## config.mk

```make
export PLATFORM = sky130hd
export DESIGN_NAME = mqrb_controller
export DESIGN_NICKNAME = d
export VERILOG_FILES = /design/src/mqrb_pkg.sv /design/src/mqrb_controller.sv
export VERILOG_INCLUDE_DIRS = /design/src /design/src/src
export SDC_FILE = /design/constraint.sdc
export NUM_CORES = 1
export LEC_CHECK = 0
export ABC_CLOCK_PERIOD_IN_PS = 1200
export BUFFER_PORTS_ARGS = -buffer_cell sky130_fd_sc_hd__clkbuf_2
export CORE_AREA = 8 8 45 47
export CTS_CLUSTER_DIAMETER = 30
export DETAILED_ROUTE_END_ITERATION = 6
export DIE_AREA = 0 0 53 55
export SETUP_SLACK_MARGIN = 0.3
export SYNTH_ARGS = -nofsm -noshare
export SYNTH_HDL_FRONTEND = slang
export SYNTH_SLANG_ARGS = --single-unit
```

## constraint.sdc

```tcl
create_clock -name clk -period 1.2 [get_ports clk]
set_clock_uncertainty 0.2 [all_clocks]
set_input_delay 0.12 -clock clk [delete_from_list [all_inputs] [get_ports clk]]
set_output_delay 0.12 -clock clk [all_outputs]
set_load 0.1 [all_outputs]
```

## src/multi_queue_ring_buffer_assert.svh

```systemverilog
// ----------------------------------------------------------------------------
// Multi-queue ring buffer assertion macros
// Short forms for the clocked, reset-qualified properties used by the block.
// ----------------------------------------------------------------------------
`ifndef MULTI_QUEUE_RING_BUFFER_ASSERT_SVH
`define MULTI_QUEUE_RING_BUFFER_ASSERT_SVH

// The consequent must hold in the same cycle as the antecedent.
`define MQRB_ASSERT_SAME(label, ante, cons, msg) \
    label: assert property (@(posedge clk) disable iff (!rst_n) (ante) |-> (cons)) \
        else $error(msg);

// The consequent must hold in the cycle after the antecedent.
`define MQRB_ASSERT_NEXT(label, ante, cons, msg) \
    label: assert property (@(posedge clk) disable iff (!rst_n) (ante) |=> (cons)) \
        else $error(msg);

`endif

```

## src/mqrb_pkg.sv

```systemverilog
// ----------------------------------------------------------------------------
// Multi-queue ring buffer package
// Shared constants, operation and status codes, and transfer types.
// ----------------------------------------------------------------------------
`timescale 1ns / 1ps

package mqrb_pkg;

    localparam int NUM_QUEUES_DEF  = 16;
    localparam int QUEUE_DEPTH_DEF = 128;
    localparam int ITEM_WIDTH_DEF  = 32;

    // Operation codes.
    localparam logic [1:0] OP_ACTIVATE = 2'd0;
    localparam logic [1:0] OP_ENQUEUE  = 2'd1;
    localparam logic [1:0] OP_DEQUEUE  = 2'd2;
    localparam logic [1:0] OP_PEEK     = 2'd3;

    // Status codes.
    localparam logic [2:0] ST_OK         = 3'd0;
    localparam logic [2:0] ST_INVALID    = 3'd1;
    localparam logic [2:0] ST_FULL       = 3'd2;
    localparam logic [2:0] ST_EMPTY      = 3'd3;
    localparam logic [2:0] ST_ALL_ACTIVE = 3'd4;

    typedef struct packed {
        logic [1:0]         op;
        logic [3:0]         queue_index;
        logic signed [31:0] item;
    } request_t;

    typedef struct packed {
        logic signed [31:0] head_value;
        logic signed [31:0] tail_value;
        logic [2:0]         status;
    } result_t;

    // Commands from the controller to the datapath.
    typedef struct packed {
        logic load;      // capture the request
        logic exec;      // decide, update pointers, write or start the head read
        logic cap_head;  // capture head data, start the tail read when peeking
        logic cap_tail;  // capture tail data
    } cmd_t;

    // Status from the datapath to the controller, meaningful during exec.
    typedef struct packed {
        logic read_needed;
        logic peek;
    } sts_t;

endpackage

```

## src/mqrb_controller.sv

```systemverilog
// ----------------------------------------------------------------------------
// Multi-queue ring buffer controller
// Sequences one request through decision, store reads and the result strobe.
// ----------------------------------------------------------------------------
`timescale 1ns / 1ps

`include "multi_queue_ring_buffer_assert.svh"

module mqrb_controller (
    input  logic           clk,
    input  logic           rst_n,
    input  logic           start,
    input  mqrb_pkg::sts_t sts,
    output mqrb_pkg::cmd_t cmd,
    output logic           busy,
    output logic           done
);

    localparam logic [2:0] S_IDLE    = 3'd0;
    localparam logic [2:0] S_EXEC    = 3'd1;
    localparam logic [2:0] S_RD_HEAD = 3'd2;
    localparam logic [2:0] S_RD_TAIL = 3'd3;
    localparam logic [2:0] S_RESP    = 3'd4;

    logic [2:0] state_reg;
    logic [2:0] state_next;

    always_comb
    begin
        state_next = state_reg;
        case (state_reg)
            S_IDLE:    if (start) state_next = S_EXEC;
            S_EXEC:    state_next = sts.read_needed ? S_RD_HEAD : S_RESP;
            S_RD_HEAD: state_next = sts.peek ? S_RD_TAIL : S_RESP;
            S_RD_TAIL: state_next = S_RESP;
            S_RESP:    state_next = S_IDLE;
            default:   state_next = S_IDLE;
        endcase
    end

    always_ff @(posedge clk or negedge rst_n)
    begin
        if (!rst_n)
            state_reg <= S_IDLE;
        else
            state_reg <= state_next;
    end

    assign busy         = (state_reg != S_IDLE);
    assign done         = (state_reg == S_RESP);
    assign cmd.load     = (state_reg == S_IDLE) && start;
    assign cmd.exec     = (state_reg == S_EXEC);
    assign cmd.cap_head = (state_reg == S_RD_HEAD);
    assign cmd.cap_tail = (state_reg == S_RD_TAIL);

    `MQRB_ASSERT_NEXT(a_start_runs, start && !busy, busy && !done,
        "accepted request did not start work")
    `MQRB_ASSERT_NEXT(a_done_frees, done, !busy,
        "controller stayed busy after the result strobe")
    `MQRB_ASSERT_NEXT(a_tail_after_head, cmd.cap_tail, done,
        "tail capture not followed by the result strobe")

endmodule

```

* Word-level counts from Yosys, hierarchy flattened
Index checks and enable logic that the tools add are counted.
** Storage, ports and cells
- Flip-flop bits (word level) :: 3
- Word-level logic and storage cells :: 13
- Output and inout port bits :: 6
- Input port bits :: 5
** Operators by class
- Reductions and logical operators :: 3
- Equality and inequality tests :: 5
- Multiplexer cells :: 4
** Operators by type and width (number)
- 3-bit one-hot mux with 4 select lines :: 1
- 3-bit two-way mux :: 3
- 3-bit by 2-bit == test with 1-bit output, second input constant :: 2
- 3-bit by 1-bit == test with 1-bit output, second input constant :: 1
- 3-bit == test, second input constant :: 1
- 3-bit zero test :: 1
- 3-bit nonzero test :: 1
- 2-bit inequality test, second input constant :: 1
- 1-bit logical AND :: 1

* Logic depth before layout (Yosys ltp)
- Depth after elaboration :: 2
- Mapped depth :: 2

* Worst setup path before layout
Ideal clock, no wire load.
- Kind :: flip-flop to output port
- From :: reg state_reg[1]
- To :: out done
- Arrival time :: 2663 ps
- Slack :: -1783 ps
- Path buffers :: 0
- Data required time :: 880 ps
- Cell stages (with the launch flop) :: 2
- Path through :: dfrtp_1 > nor3b_1
** Between the ends
- Longest elaborated chain between the ends :: 1
** Ends and longest elaborated chain
- from (decl) :: line mqrb_controller.sv:25 : logic [2:0] state_reg;
- from (signal assigned) :: line mqrb_controller.sv:46 : state_reg <= state_next;
- 3-bit == test :: line mqrb_controller.sv:50 : assign done = (state_reg == S_RESP);
- to (decl) :: line mqrb_controller.sv:16 : output logic done
Every way passes these cells.

==> impl_metrics.ini <==
[global_routing]
first_global_vias = 260
gr_ovfl_total = 0
grt_usage_pct = 4.817
grt_antenna_before_repair = 0
grt_max_degree = 8
grt_pass1_wl_um = 959

[synthesis]
synth_seq_cells = 3
synth.lib_cells_used.distinct = 13
synth_warnings = 0
synth_seq_area_share_pct = 42.55
post_synth_instance_area_um2 = 176.4
post_synth_inst_count = 19
postSynthAreaPerCell_um2 = 9.285
syn_nets = 24

[status]
failing_checks = hold timing, setup timing
outcome = finished with violations

[setup_path]
crit_buf_inv = 1
startpoint = state_reg[0]$_DFFE_PN0P_
timing.critical_path.fanout_max = 2
critPathKind = register to output port
cp.required_ns = 0.88
cell_type_group_with_the_largest_total_delay_on_the_critical_path = simple AND/OR/NAND/NOR gates
worstPathCellList = or3_4 > nor2_4 > buf_12
critical_path.endpoint_type = output port
timing.critical_path.slowest_stage_cell = or3_4
setup.reg_to_reg.worst_slack_ns = -0.09
origin_of_the_critical_flop_to_flop_path = state_reg[0]$_DFFE_PN0P_
worst_path_largest_cell_delay_ns = 0.42
worst_setup_path_start_kind = register
critPathArrivalTime_ns = 1.33

[floorplanning]
num_io_pins = 11
die_h_um = 55
fp.coreArea_um2 = 1384
die_w_um = 53
dieArea_um2 = 2915
start_util_pct = 12.75
rows = 14

[sta]
finalMaxSlewViolations = 0
maxClockFrequency_mhz = 604.9
max-slew-margin-rel_pct = 88.92
final.min_clock_period_ns = 1.653
holdWs_ns = -0.09246
aggregate_negative_setup_slack_ns = -2.325
timing.final.ws_setup_ns = -0.4533
timing.final.setup_violations = 8
final_hold_viol_count = 2
rsz0062_at_grt = true
max_slew.worst_pin.slew_ns = 0.1616
min_period_over_period_pct = 137.8

[cts]
numCtsBuffers = 3
count_of_h_tree_levels_built_during_cts = 1
cts_max_path_buffers = 2
clkLatencyLatePin_ns = 0.23
cts_sinks = 3
ctsRootBufferMaster = clkbuf_4
cts_hold_buffers = 1
cts.reportedPaths.clkPinSlew_ns = 0.04
tritoncts = done

[layout]
flow.area_growth_from_synthesis_pct = 180.9
postLayoutCellArea_um2 = 495.5
layout-drive-gt1-share_pct = 82.05
flip_flop_count_of_the_largest_register_after_layout = 3
num_antenna_cells = 0
fillers = 138
finish.cell_count_without_fillers = 55
final_core_util_pct = 35.80
final_nets = 45

[detailed_routing]
met1_length_um = 217
routed_wire_length_per_instance_um = 10.44
drt_drc_violations_left = 0
detail_route.iter0.violations = 1
routed_length_on_met3_um = 58
antenna_nets_post_route = 0
vias_per_cell = 3.818
metal2_wl_um = 298
detailedRoute.firstPassIterationCount = 2
route.final.wire_length_um = 574
routed.top_layer = met3
num_vias = 210

[placement]
placed_cells = 48
place_hpwl_um = 433
place_area_um2 = 405.4
routabilityCongestion = 0.7672
number_of_port_buffers = 10

[run]
drv_cap = 0

[worst_hold_path]
worst_hold_startpoint = sts[1]
hold_path.class = primary input to register
[logic make-up after synthesis]
family / synth area share [%]
buffers and inverters: 4.257
AOI/OAI and AO/OA: 7.800
DFF: 42.55
muxes: 5.674
and+or+nand+nor: 39.72
[cells in the final DEF, fill, tap and decap left out]
cell type and instances:
a21oi_1 1, nand2b_4 1, dlygate4sd3_1 1, clkbuf_2 4, clkbuf_1 1, buf_4 3, nor2_4 3, dfrtp_2 3
o32ai_2 1, mux2i_1 1, inv_6 1, nor2b_2 1, nand3b_1 2, buf_12 6, buf_8 1, nor3_4 1
nor3_2 1, clkbuf_4 3, nor3b_4 1, inv_1 1, buf_6 1, or3_4 1
[path summary, 6_finish.rpt]
kind / to / cells after the start
setup reg to reg: state_reg[2]$_DFFE_PN0P_ / 5
min in group asynchronous: state_reg[1]$_DFFE_PN0P_ / 2
hold reg to reg: state_reg[1]$_DFFE_PN0P_ / 1
hold / removal: state_reg[2]$_DFFE_PN0P_ / 2
setup / recovery: cmd[3] / 3
max in group asynchronous: state_reg[2]$_DFFE_PN0P_ / 2
[worst reg2reg max path, stage by stage, from the launching register on]
cell     delay [ns]
dfrtp_2        0.39
buf_4          0.14
buf_8          0.13
buf_4          0.13
nor2b_2        0.10
o32ai_2        0.07
[layout make-up]
| type | instances | area, um^2 | share of cell area (%) |
|---|---|---|---|
| timing repair buffer | 16 | 198.9 | 40.15 |
| sequential | 3 | 78.83 | 15.91 |
| tap | 16 | 20.02 | 4.040 |
| multi-input combinational | 14 | 158.9 | 32.07 |
| inverter | 2 | 12.51 | 2.525 |
| clock buffer | 4 | 26.28 | 5.303 |
[through the flow]
stage,hold slack (ns),setup WS (ns)
after floorplan,-0.3756,-0.6422
after global placement,-0.2827,-0.2489
after detailed placement,-0.2810,-0.2512
after CTS,-0.1083,-0.4676
after global routing,-0.08230,-0.4956
final,-0.09246,-0.4533
[cell usage after synthesis, drive strengths merged]
master  count  share of area, %
a21oi       1               2.8
nor2b       1               3.5
dfrtp       3                43
o32ai       1               5.0
or3         1               6.4
inv         2               4.3
nand2b      1               3.5
nand3b      2               8.5
nor3b       1               4.3
mux2i       1               5.7
nor3        2               5.7
nor2        3               7.8
[metal layers]
layer / vias up / global-route usage (%)
li1: 105 / -
met1: 97 / 4.275
met2: 8 / 6.250
met3: 0 / 2.674
met4: 0 / 7.759
met5: - / 0
[what timing repair did]
item,CTS,global route
buffers inserted,0,2
resized for setup,4,6
endpoints found under the setup margin,9,9
endpoints found under the hold margin,6,2
pin swaps,1,1
Power is left out: the tool's default activity adds up to more than one toggle a clock period on the data nets, which glitch-free logic cannot reach.
